File: src/sv/bse_pkg.sv
// bse_pkg: shared types for the bubble sort engine
// no dependencies; imported by bse_cmp, bse_store, bubble_sort_engine_core and tb_top
`default_nettype none

package bse_pkg;

    localparam int unsigned VALUE_W = 32;

    typedef logic signed [VALUE_W-1:0] value_t;

    // result of one compare-and-swap step
    typedef struct packed {
        logic   swap;    // held value was strictly greater
        value_t put;     // value written back to the store
        value_t keep;    // value carried on as the bubble
    } cmp_res_t;

endpackage

`default_nettype wire

File: src/sv/bse_cmp.sv
// bse_cmp: shared compare-and-swap unit of the sort engine
// depends on bse_pkg (value_t, cmp_res_t)
`default_nettype none

module bse_cmp (
    input  bse_pkg::value_t   held,
    input  bse_pkg::value_t   fetched,
    output bse_pkg::cmp_res_t res
);
    import bse_pkg::*;

    logic greater;

    // strictly greater only, keeps the sort stable
    assign greater = (held > fetched);

    always_comb
    begin
        res.swap = greater;
        if (greater)
        begin
            res.put  = fetched;
            res.keep = held;
        end
        else
        begin
            res.put  = held;
            res.keep = fetched;
        end
    end

endmodule

`default_nettype wire

File: src/sv/bse_store.sv
// bse_store: element memory, one write and one read port, registered read data
// depends on bse_pkg (value_t)
`default_nettype none

module bse_store #(
    parameter int unsigned DEPTH = 16
) (
    input  wire logic                     clk,
    input  wire logic                     wr_en,
    input  wire logic [$clog2(DEPTH)-1:0] wr_addr,
    input  bse_pkg::value_t               wr_data,
    input  wire logic                     rd_en,
    input  wire logic [$clog2(DEPTH)-1:0] rd_addr,
    output bse_pkg::value_t               rd_data
);
    import bse_pkg::*;

    value_t mem [DEPTH];
    value_t rd_data_reg;

    always_ff @(posedge clk)
    begin
        if (wr_en)
        begin
            mem[wr_addr] <= wr_data;
        end
    end

    always_ff @(posedge clk)
    begin
        if (rd_en)
        begin
            rd_data_reg <= mem[rd_addr];
        end
    end

    assign rd_data = rd_data_reg;

endmodule

`default_nettype wire

File: src/sv/bubble_sort_engine_core.sv
// bubble_sort_engine_core: batch sorter for signed 32-bit values
// depends on bse_pkg, bse_store (element memory) and bse_cmp (compare unit)
// usage:
//   input channel (value, last, valid/ready): one element per transaction;
//   last = 1 closes the batch. elements past MAX_ELEMENTS are dropped, but a
//   dropped element flagged last still closes the batch.
//   output channel (value_res, last_res, overflow, res_valid/res_ready): the
//   batch in ascending signed order, last_res on the final element, overflow
//   on every element of a batch that lost elements.
// operation:
//   loading accepts one transaction per cycle. the sort runs bubble passes through
//   the single compare unit, using the read and the write port of the memory; each
//   pass fetches element 0, compares and swaps along the unsorted part and parks
//   the bubble at the pass end. emitting reads each element from memory, then
//   loads the output register. ready is low from the closing transaction until the
//   final sorted element is taken; a lone element skips the sort
// reset:
//   clears the element count, the drop flag and the sequencer; the memory
//   contents are not cleared and are never read before being written.
// stalls:
//   a result waits in the output register until res_ready; the sequencer
//   holds its place meanwhile and nothing is lost.
`default_nettype none

module bubble_sort_engine_core #(
    parameter int unsigned MAX_ELEMENTS = 16
) (
    input  wire logic       clk,
    input  wire logic       rst_n,
    input  bse_pkg::value_t value,
    input  wire logic       last,
    input  wire logic       valid,
    output logic            ready,
    output bse_pkg::value_t value_res,
    output logic            last_res,
    output logic            overflow,
    output logic            res_valid,
    input  wire logic       res_ready
);
    import bse_pkg::*;

    localparam int unsigned IDX_W = $clog2(MAX_ELEMENTS);
    localparam int unsigned CNT_W = $clog2(MAX_ELEMENTS + 1);

    // sequencer codes
    localparam logic [2:0] S_LOAD  = 3'd0;  // taking elements
    localparam logic [2:0] S_START = 3'd1;  // fetch element 0 for the first pass
    localparam logic [2:0] S_FILL  = 3'd2;  // bubble loaded, fetch element 1
    localparam logic [2:0] S_CMP   = 3'd3;  // compare-and-swap step
    localparam logic [2:0] S_PEND  = 3'd4;  // park the bubble at pass end, fetch element 0 for the next pass
    localparam logic [2:0] S_EMRD  = 3'd5;  // fetch first sorted element
    localparam logic [2:0] S_EMLD  = 3'd6;  // load output register
    localparam logic [2:0] S_EMWT  = 3'd7;  // wait for the receiver

    logic [2:0]       state_reg, state_next;
    logic [CNT_W-1:0] count_reg, count_next;
    logic [CNT_W-1:0] pass_reg, pass_next;
    logic [CNT_W-1:0] j_reg, j_next;
    logic             dropped_reg, dropped_next;
    value_t           hold_reg, hold_next;
    value_t           out_value_reg, out_value_next;
    logic             out_last_reg, out_last_next;
    logic             res_valid_reg, res_valid_next;

    // memory port controls
    logic             wr_en;
    logic [IDX_W-1:0] wr_addr;
    value_t           wr_data;
    logic             rd_en;
    logic [IDX_W-1:0] rd_addr;
    value_t           rd_data;

    cmp_res_t         cmp;

    logic             in_fire;
    logic             out_fire;
    logic             has_room;
    logic [CNT_W-1:0] n_load;     // batch size after this element
    logic [CNT_W-1:0] lim;        // compares in the current pass
    logic [CNT_W:0]   j_plus1;
    logic [CNT_W:0]   j_plus2;
    logic [CNT_W:0]   pass_plus1;
    logic             last_cmp;

    bse_store #(
        .DEPTH (MAX_ELEMENTS)
    ) u_store (
        .clk     (clk),
        .wr_en   (wr_en),
        .wr_addr (wr_addr),
        .wr_data (wr_data),
        .rd_en   (rd_en),
        .rd_addr (rd_addr),
        .rd_data (rd_data)
    );

    // the bubble is compared against the element just read
    bse_cmp u_cmp (
        .held    (hold_reg),
        .fetched (rd_data),
        .res     (cmp)
    );

    assign in_fire    = valid && ready;
    assign out_fire   = res_valid_reg && res_ready;
    assign has_room   = (count_reg < CNT_W'(MAX_ELEMENTS));
    assign n_load     = has_room ? CNT_W'(count_reg + 1'b1) : count_reg;
    assign lim        = CNT_W'(count_reg - pass_reg);
    assign j_plus1    = {1'b0, j_reg} + 1'b1;
    assign j_plus2    = {1'b0, j_reg} + 2'd2;
    assign pass_plus1 = {1'b0, pass_reg} + 1'b1;
    assign last_cmp   = (j_plus1 == {1'b0, lim});

    assign ready = (state_reg == S_LOAD);

    always_comb
    begin
        state_next     = state_reg;
        count_next     = count_reg;
        pass_next      = pass_reg;
        j_next         = j_reg;
        dropped_next   = dropped_reg;
        hold_next      = hold_reg;
        out_value_next = out_value_reg;
        out_last_next  = out_last_reg;
        res_valid_next = res_valid_reg;
        wr_en          = 1'b0;
        wr_addr        = count_reg[IDX_W-1:0];
        wr_data        = value;
        rd_en          = 1'b0;
        rd_addr        = '0;

        unique case (state_reg)
            S_LOAD:
            begin
                if (in_fire)
                begin
                    if (has_room)
                    begin
                        wr_en      = 1'b1;
                        count_next = n_load;
                    end
                    else
                    begin
                        dropped_next = 1'b1;
                    end
                    if (last)
                    begin
                        j_next    = '0;
                        pass_next = CNT_W'(1);
                        // a single element needs no sorting
                        state_next = (n_load > CNT_W'(1)) ? S_START : S_EMRD;
                    end
                end
            end

            S_START:
            begin
                rd_en      = 1'b1;
                rd_addr    = '0;
                state_next = S_FILL;
            end

            S_FILL:
            begin
                hold_next  = rd_data;
                rd_en      = 1'b1;
                rd_addr    = IDX_W'(1);
                j_next     = '0;
                state_next = S_CMP;
            end

            S_CMP:
            begin
                // smaller one goes back at j, larger one keeps bubbling
                wr_en     = 1'b1;
                wr_addr   = j_reg[IDX_W-1:0];
                wr_data   = cmp.put;
                hold_next = cmp.keep;
                if (last_cmp)
                begin
                    state_next = S_PEND;
                end
                else
                begin
                    rd_en   = 1'b1;
                    rd_addr = j_plus2[IDX_W-1:0];
                    j_next  = j_plus1[CNT_W-1:0];
                end
            end

            S_PEND:
            begin
                // largest of this pass lands at its final place
                wr_en   = 1'b1;
                wr_addr = lim[IDX_W-1:0];
                wr_data = hold_reg;
                j_next  = '0;
                if (pass_plus1 == {1'b0, count_reg})
                begin
                    state_next = S_EMRD;
                end
                else
                begin
                    pass_next  = pass_plus1[CNT_W-1:0];
                    rd_en      = 1'b1;
                    rd_addr    = '0;
                    state_next = S_FILL;
                end
            end

            S_EMRD:
            begin
                rd_en      = 1'b1;
                rd_addr    = j_reg[IDX_W-1:0];
                state_next = S_EMLD;
            end

            S_EMLD:
            begin
                out_value_next = rd_data;
                out_last_next  = (j_plus1 == {1'b0, count_reg});
                res_valid_next = 1'b1;
                state_next     = S_EMWT;
            end

            S_EMWT:
            begin
                if (out_fire)
                begin
                    res_valid_next = 1'b0;
                    if (out_last_reg)
                    begin
                        count_next   = '0;
                        dropped_next = 1'b0;
                        state_next   = S_LOAD;
                    end
                    else
                    begin
                        j_next     = j_plus1[CNT_W-1:0];
                        rd_en      = 1'b1;
                        rd_addr    = j_plus1[IDX_W-1:0];
                        state_next = S_EMLD;
                    end
                end
            end

            default:
            begin
                state_next = S_LOAD;
            end
        endcase
    end

    // control state
    always_ff @(posedge clk or negedge rst_n)
    begin
        if (!rst_n)
        begin
            state_reg     <= S_LOAD;
            count_reg     <= '0;
            pass_reg      <= '0;
            j_reg         <= '0;
            dropped_reg   <= 1'b0;
            res_valid_reg <= 1'b0;
        end
        else
        begin
            state_reg     <= state_next;
            count_reg     <= count_next;
            pass_reg      <= pass_next;
            j_reg         <= j_next;
            dropped_reg   <= dropped_next;
            res_valid_reg <= res_valid_next;
        end
    end

    // payload, no reset needed
    always_ff @(posedge clk)
    begin
        hold_reg      <= hold_next;
        out_value_reg <= out_value_next;
        out_last_reg  <= out_last_next;
    end

    assign value_res = out_value_reg;
    assign last_res  = out_last_reg;
    assign overflow  = dropped_reg;
    assign res_valid = res_valid_reg;

    // no input transaction while a result is on offer
    a_no_load_while_emit: assert property (@(posedge clk) disable iff (!rst_n)
        res_valid |-> !ready)
        else $error("input ready while a result is pending");

    // the closing transaction always starts the sort or emit phase
    a_close_blocks_input: assert property (@(posedge clk) disable iff (!rst_n)
        (valid && ready && last) |=> !ready)
        else $error("input still ready after batch close");

    // overflow only reported for a full store
    a_overflow_full: assert property (@(posedge clk) disable iff (!rst_n)
        (res_valid && overflow) |-> (count_reg == CNT_W'(MAX_ELEMENTS)))
        else $error("overflow flagged on a batch below capacity");

    // final result empties the block
    a_empty_after_batch: assert property (@(posedge clk) disable iff (!rst_n)
        (res_valid && res_ready && last_res) |=> (count_reg == '0 && !overflow && ready))
        else $error("block not emptied after final result");

endmodule

`default_nettype wire

File: config.mk
export PLATFORM = sky130hd
export DESIGN_NAME = bubble_sort_engine_core
export DESIGN_NICKNAME = d
export VERILOG_FILES = /design/src/sv/bse_pkg.sv /design/src/sv/bse_cmp.sv /design/src/sv/bse_store.sv /design/src/sv/bubble_sort_engine_core.sv
export SDC_FILE = /design/constraint.sdc
export NUM_CORES = 1
export LEC_CHECK = 0
export BUFFER_PORTS_ARGS = -buffer_cell sky130_fd_sc_hd__buf_2
export CORE_MARGIN = 5
export CORE_UTILIZATION = 35
export CTS_CLUSTER_DIAMETER = 200
export DETAILED_ROUTE_END_ITERATION = 7
export GPL_TIMING_DRIVEN = 0
export SYNTH_ARGS = -nofsm -noshare
export SYNTH_HDL_FRONTEND = slang
export SYNTH_SLANG_ARGS = --single-unit
File: constraint.sdc
create_clock -name clk -period 5.1 [get_ports clk]
set_clock_uncertainty 0.05 [all_clocks]
set_input_delay 0.765 -clock clk [delete_from_list [all_inputs] [get_ports clk]]
set_output_delay 0.765 -clock clk [all_outputs]
set_load 0.02 [all_outputs]
==> results of run 1 <==
## worst max-delay path: stages, from the launching register on
cell      delay (ps)
edfxtp_1         480
inv_1             90
ha_1             310
a21o_1           120
a21o_1           110
a21oi_1           80
o21ai_1          480
o21bai_1         250
a31oi_2          580
and2_1           210
clkbuf_1         600
clkbuf_2         630
a221o_1          650
## stage by stage
step	setup slack (ps)	setup TNS, ps	hold slack [ps]
4_1_cts	1.70	0	76.6
3_5_place_dp	-712	-226340	422
3_3_place_gp	-1130	-527540	417
6_report	119	0	81.0
5_1_grt	-1.47	-1.47	99.1
2_1_floorplan	1210	0	401
## layout make-up
cell class | instances | area share (%)
Buffer | 129 | 1.85
Clock buffer | 78 | 5.60
Clock inverter | 39 | 1.03
Inverter | 44 | 0.538
Multi-Input combinational cell | 1136 | 23.2
Sequential cell | 629 | 61.2
Tap cell | 969 | 3.95
Timing Repair Buffer | 98 | 2.64
## cell families after synthesis
group / count (synthesis)
compound gates: 445
xor+xnor: 19
fa+ha+maj: 41
buf+inv: 174
flops: 629
mux: 71
simple gates: 560
## timing repair
| item | 4_1_cts | 5_1_grt |
|---|---|---|
| pin swaps | 0 | 1 |
| resized for setup | 11 | 27 |
| hold buffers | 0 | 0 |
| endpoints found under the setup margin | 477 | 408 |
| buffers inserted | 0 | 2 |
| endpoints found under the hold margin | 0 | 0 |
## power by group
| part | total, W | switching (W) | internal, W |
|---|---|---|---|
| sequential | 0.00565 | 0 | 0.00565 |
| clock | 0.00463 | 0.00197 | 0.00266 |
| combinational | 0.000104 | 0.0000782 | 0.0000258 |
| total | 0.0104 | 0.00205 | 0.00834 |
## layer usage
layer  share of wire, %  global-route usage, %  wire length, µm  up-vias
li1                   -                      -                -     7749
met1                 41                   26.8            33600     9025
met2                 47                   31.7            38400      953
met3                9.1                   4.01             7450      163
met4                3.0                   5.82             2490        0
met5                  0                      0                0        -
## cell usage in the layout (no fill, tap or decap), types with 6 or more instances in the layout
cell / Yosys / routed
clkbuf_16: 0 / 67
nor2_4: 1 / 17
o311a_1: 28 / 28
mux2_2: 28 / 28
a22oi_1: 28 / 28
buf_2: 42 / 117
clkinv_2: 0 / 16
mux2i_1: 43 / 43
edfxtp_1: 609 / 609
clkbuf_1: 71 / 70
ha_1: 40 / 40
nor2_1: 71 / 55
nand3_1: 95 / 95
buf_1: 16 / 10
o21ai_0: 77 / 76
dfrtp_1: 20 / 20
nor3_1: 6 / 6
and3_1: 34 / 33
a21oi_1: 130 / 129
buf_4: 1 / 7
a221o_1: 34 / 31
inv_1: 42 / 42
a221oi_1: 30 / 30
buf_12: 0 / 14
nor2b_1: 7 / 7
a21o_1: 14 / 14
clkinv_1: 1 / 15
a211o_1: 28 / 28
clkbuf_2: 0 / 14
nand4_1: 8 / 8
nand2_1: 319 / 319
o211ai_1: 32 / 32
a31oi_1: 7 / 6
xnor2_1: 11 / 11
## worst max path at each step
stage / start / to / slack [ps] / depth (start not counted)
6_report: u_store.rd_data[9]$_DFFE_PP_ / u_store.mem[13][3]$_DFFE_PP_ / 120 / 12
5_1_grt: count_reg[0]$_DFFE_PN0P_ / u_store.rd_data[28]$_DFFE_PP_ / -1 / 15
4_1_cts: count_reg[0]$_DFFE_PN0P_ / u_store.rd_data[10]$_DFFE_PP_ / 2 / 14
3_5_place_dp: u_store.rd_data[9]$_DFFE_PP_ / hold_reg[8]$_DFFE_PP_ / -710 / 13
3_3_place_gp: u_store.rd_data[9]$_DFFE_PP_ / hold_reg[7]$_DFFE_PP_ / -1130 / 9
2_1_floorplan: state_reg[1]$_DFFE_PN0P_ / u_store.mem[8][0]$_DFFE_PP_ / 1210 / 7
==> results.toml, run 1 <==
[clocking]
cts_tree = "done"
path_clk_slew_ps = 60
cts_num_sinks = 629
cts_buffers = 66
clock_latency_ps = 610
clockBufferDepth = 3
htree_levels = 3
root_buffer = "clkbuf_16"

[setup_path]
r2r_end = "u_store.mem[13][3]$_DFFE_PP_"
ff2ff_path_depth = 12
worst_ep_arrival_time_ps = 5240
r2r_slack_ps = 120
worstSetupEndpointType = "flip-flop"
cp.required_ps = 5360
startpoint_type = "flip-flop"
critical_path_class = "flip-flop to flip-flop"
r2r_start = "u_store.rd_data[9]$_DFFE_PP_"
crit_fanout = 16

[layout]
instances_no_fill = 3122
nNetsFinal = 2182
layout-drive-gt1-share_pct = 14.4
fill_cells = 6813
seq_area_mm2 = 0.0188
multi_input_area_mm2 = 0.00712
synthToLayoutAreaGrowth_pct = 16.0
top_register = "u_store.mem"
largest_reg_flops = 512
antennaDiodeCount = 0
stdcell_area_mm2 = 0.0307
utilization_pct = 41.1

[power_and_ir_drop]
ir_worst_vdd_uv = 227
total_power_w = 0.0104
powerDensity_mw_per_mm2 = 338
leakagePower_nw = 10.6

[drt]
drt-total-wl_um = 82000
drt-pass1-iter-count = 8
vias_per_cell = 5.73
drc = 0
final_antenna_net_count = 0
drtIter0Drc = 2139
routed-via-count = 17900
post_drt_wl_per_cell_um = 26.3

[yosys]
syn_inst = 1939
yosysWarnings = 0
syn-num-nets = 2017
synth.top_cells.by_count = "edfxtp_1 (609), nand2_1 (319), a21oi_1 (130)"
synth_top_family_by_area = "compound AO/OA/AOI/OAI gates"
synthMuxAreaShare_pct = 2.82
synth_cell_types = 66
synth_adder_area_share_pct = 1.97
synth_xor_area_share_pct = 0.761
synthSimpleGateAreaFrac_pct = 9.15
seq_area_frac_synth_pct = 71.0
ys.flop_type = "edfxtp_1"
synth_most_common_cell = "edfxtp_1"
netlist_area_mm2 = 0.0265
synth_top_cell_area_share_pct = 69.1
synth_compound_area_share_pct = 11.6
synth_top_area_cell = "edfxtp_1"
syn_avg_cell_area_um2 = 13.6
async_flop_share_pct = 3.18
synth-edff-count = 609
ys_top_cells_by_area = "edfxtp_1 (69%), nand2_1 (4.5%), a21oi_1 (2.5%)"
synth-seq-cells = 629

[floorplanning]
core-area_mm2 = 0.0747
start_util_pct = 35.4
die_area_mm2 = 0.0812
die_h_um = 285
pin_count = 73
die_w_um = 285
num_rows = 100

[timing]
max-slew-margin-rel_pct = 19.1
fin_crit_ps = 4980
hold_viol = 0
setup-violations-final = 0
fmax_ghz = 0.201
fin_crit_sh_pct = 97.7
drv_slew = 0
worst_pin_slew_ps = 1210

[outcome]
status = "complete, no violations"

[global_route]
grt_pass1_vias = 17400
grt_pass1_wl_um = 118000
antenna_found_initial = 8
grtUsageTotal_pct = 19.6
grt_start_max_net_pins = 27
grt.overflow.total = 0

[run]
cap_violations = 0

[hold_path]
hold_path.class = "primary input to async pin"

[place]
placed_cells = 3004
finalWeightedCongestion = 0.876
placed_cell_area_mm2 = 0.0286
port_buffers = 72
hpwl_um = 55700
No activity file was read; power rests on OpenSTA's default activity.
==> run 2, diff against run 1 <==
--- a/config.mk
+++ b/config.mk
@@ -11,6 +11,7 @@
 export CTS_CLUSTER_DIAMETER = 200
 export DETAILED_ROUTE_END_ITERATION = 7
 export GPL_TIMING_DRIVEN = 0
+export RECOVER_POWER = 50
 export SYNTH_ARGS = -nofsm -noshare
 export SYNTH_HDL_FRONTEND = slang
 export SYNTH_SLANG_ARGS = --single-unit
==> results.toml, run 2 (synthesis gave the netlist of run 1 again) <==
[global_route]
antenna_found_initial = 8
grt_pass1_wl_um = 118000
grt_pass1_vias = 17400
grt.overflow.total = 0
grt_start_max_net_pins = 27
grtUsageTotal_pct = 19.6

[power_and_ir_drop]
intPower_w = 0.00834
powerDensity_mw_per_mm2 = 342
clkPwrFrac_pct = 44.6
leakagePower_nw = 10.5
total_power_w = 0.0104
ir_worst_vdd_uv = 227
seq_power_share_pct = 54.4
comb_power_share_pct = 1.0
p_sw_w = 0.00205
netSwitchingFraction_pct = 19.8

[clocking]
cts_tree = "done"
path_clk_slew_ps = 60
cts_num_sinks = 629
htree_levels = 3
root_buffer = "clkbuf_16"
hold_buffers = 0
clockBufferDepth = 3
cts_buffers = 66
clock_latency_ps = 610

[timing]
hold_viol = 0
worst_pin_slew_ps = 1940
fmax_ghz = 0.200
max-slew-margin-rel_pct = -29.5
fin_crit_ps = 5000
fin_crit_sh_pct = 98.1
drv_slew = 103
setup-violations-final = 0

[setup_path]
crit_fanout = 21
worstSetupEndpointType = "flip-flop"
worst_ep_arrival_time_ps = 5170
critical_path_class = "flip-flop to flip-flop"
startpoint_type = "flip-flop"
cp.required_ps = 5270

[run]
cap_violations = 7

[floorplanning]
pin_count = 73
num_rows = 100
core-area_mm2 = 0.0747
die_area_mm2 = 0.0812
die_w_um = 285
die_h_um = 285
start_util_pct = 35.4

[drt]
drtIter0Drc = 2331
vias_per_cell = 5.72
drt-pass1-iter-count = 6
post_drt_wl_per_cell_um = 26.3
routed-via-count = 17900
final_antenna_net_count = 0
drt-total-wl_um = 82200
drc = 0

[place]
placed_cell_area_mm2 = 0.0286
finalWeightedCongestion = 0.876
port_buffers = 72
hpwl_um = 55700

[layout]
antennaDiodeCount = 0
stdcell_area_mm2 = 0.0304
nNetsFinal = 2182
top_register = "u_store.mem"
largest_reg_flops = 512
mostFrequentLayoutCell = "edfxtp_1"
synthToLayoutAreaGrowth_pct = 14.9
layout-drive-gt1-share_pct = 11.8
final_cell_mix = "edfxtp_1 (609), nand2_1 (319), a21oi_1 (130)"

[outcome]
failed_checks = "capacitance limit, slew limit"
status = "finished, violations left"

[hold_path]
hold_path.class = "primary input to async pin"
## run 2: final timing paths
path | from | slack (ps) | depth (start not counted) | end
max reg2reg | u_store.rd_data[17]$_DFFE_PP_ | 100 | 11 | hold_reg[6]$_DFFE_PP_
max | u_store.rd_data[17]$_DFFE_PP_ | 100 | 11 | hold_reg[6]$_DFFE_PP_
min in group clk | valid | 400 | 3 | overflow$_DFFE_PN0P_
max in group asynchronous | rst_n | 3920 | 1 | state_reg[2]$_DFFE_PN0P_
min reg2reg | u_store.rd_data[27]$_DFFE_PP_ | 430 | 0 | value_res[27]$_DFFE_PP_
min | rst_n | 360 | 1 | j_reg[4]$_DFFE_PN0P_
## run 2: metrics by stage
step	setup TNS, ps	setup WS [ps]	hold slack, ps	util (%)	instances
2_1_floorplan	0	1210	401	-	1939
6_report	0	96.2	357	40.7	3122
5_1_grt	-1.47	-1.47	423	40.7	3122
3_5_place_dp	-226340	-712	422	38.3	3004
4_1_cts	0	1.70	76.6	41.1	3121
3_3_place_gp	-527540	-1130	417	37.5	2980
## run 2: power groups by stage
| stage | Clock (W) | Combinational [W] | Sequential, W |
|---|---|---|---|
| after global placement | 0 | 0.0000979 | 0.00576 |
| after detailed placement | 0 | 0.000103 | 0.00576 |
| final | 0.00464 | 0.000104 | 0.00565 |
| after global routing | 0.00490 | 0.000113 | 0.00565 |
| after CTS | 0.00470 | 0.000103 | 0.00565 |
| after floorplan | 0 | 0.0000491 | 0.00576 |
## run 2: routing by layer
layer  GRT usage, %  vias up  wire length, µm
met2           31.7      955            38400
met1           26.8     9000            33700
li1               -     7750                -
met4           5.82        0             2570
met5              0        -                0
met3           4.01      167             7430
## run 2: area by class of cell
cell class / count / area, µm²
Buffer: 129 / 567
Inverter: 44 / 165
Clock buffer: 78 / 1720
Tap cell: 969 / 1210
Multi-Input combinational cell: 1136 / 7000
Timing Repair Buffer: 98 / 641
Sequential cell: 629 / 18800
Fill cell: 6863 / 44300
Clock inverter: 39 / 317
## run 2: critical path, stage by stage (launching register included)
cell	delay, ps
edfxtp_1	410
inv_1	90
ha_1	240
a21o_1	160
a21oi_1	430
nor2b_1	90
o21ai_0	200
a21boi_0	220
o31ai_1	390
a31oi_2	300
a21oi_1	1140
clkbuf_2	820
## run 2: timing repair
item	4_1_cts	5_1_grt
endpoints found under the setup margin	477	408
cloned	0	0
gates resized for setup	11	27
hold endpoints to repair	0	0
pin swaps	0	1
setup buffers	0	2
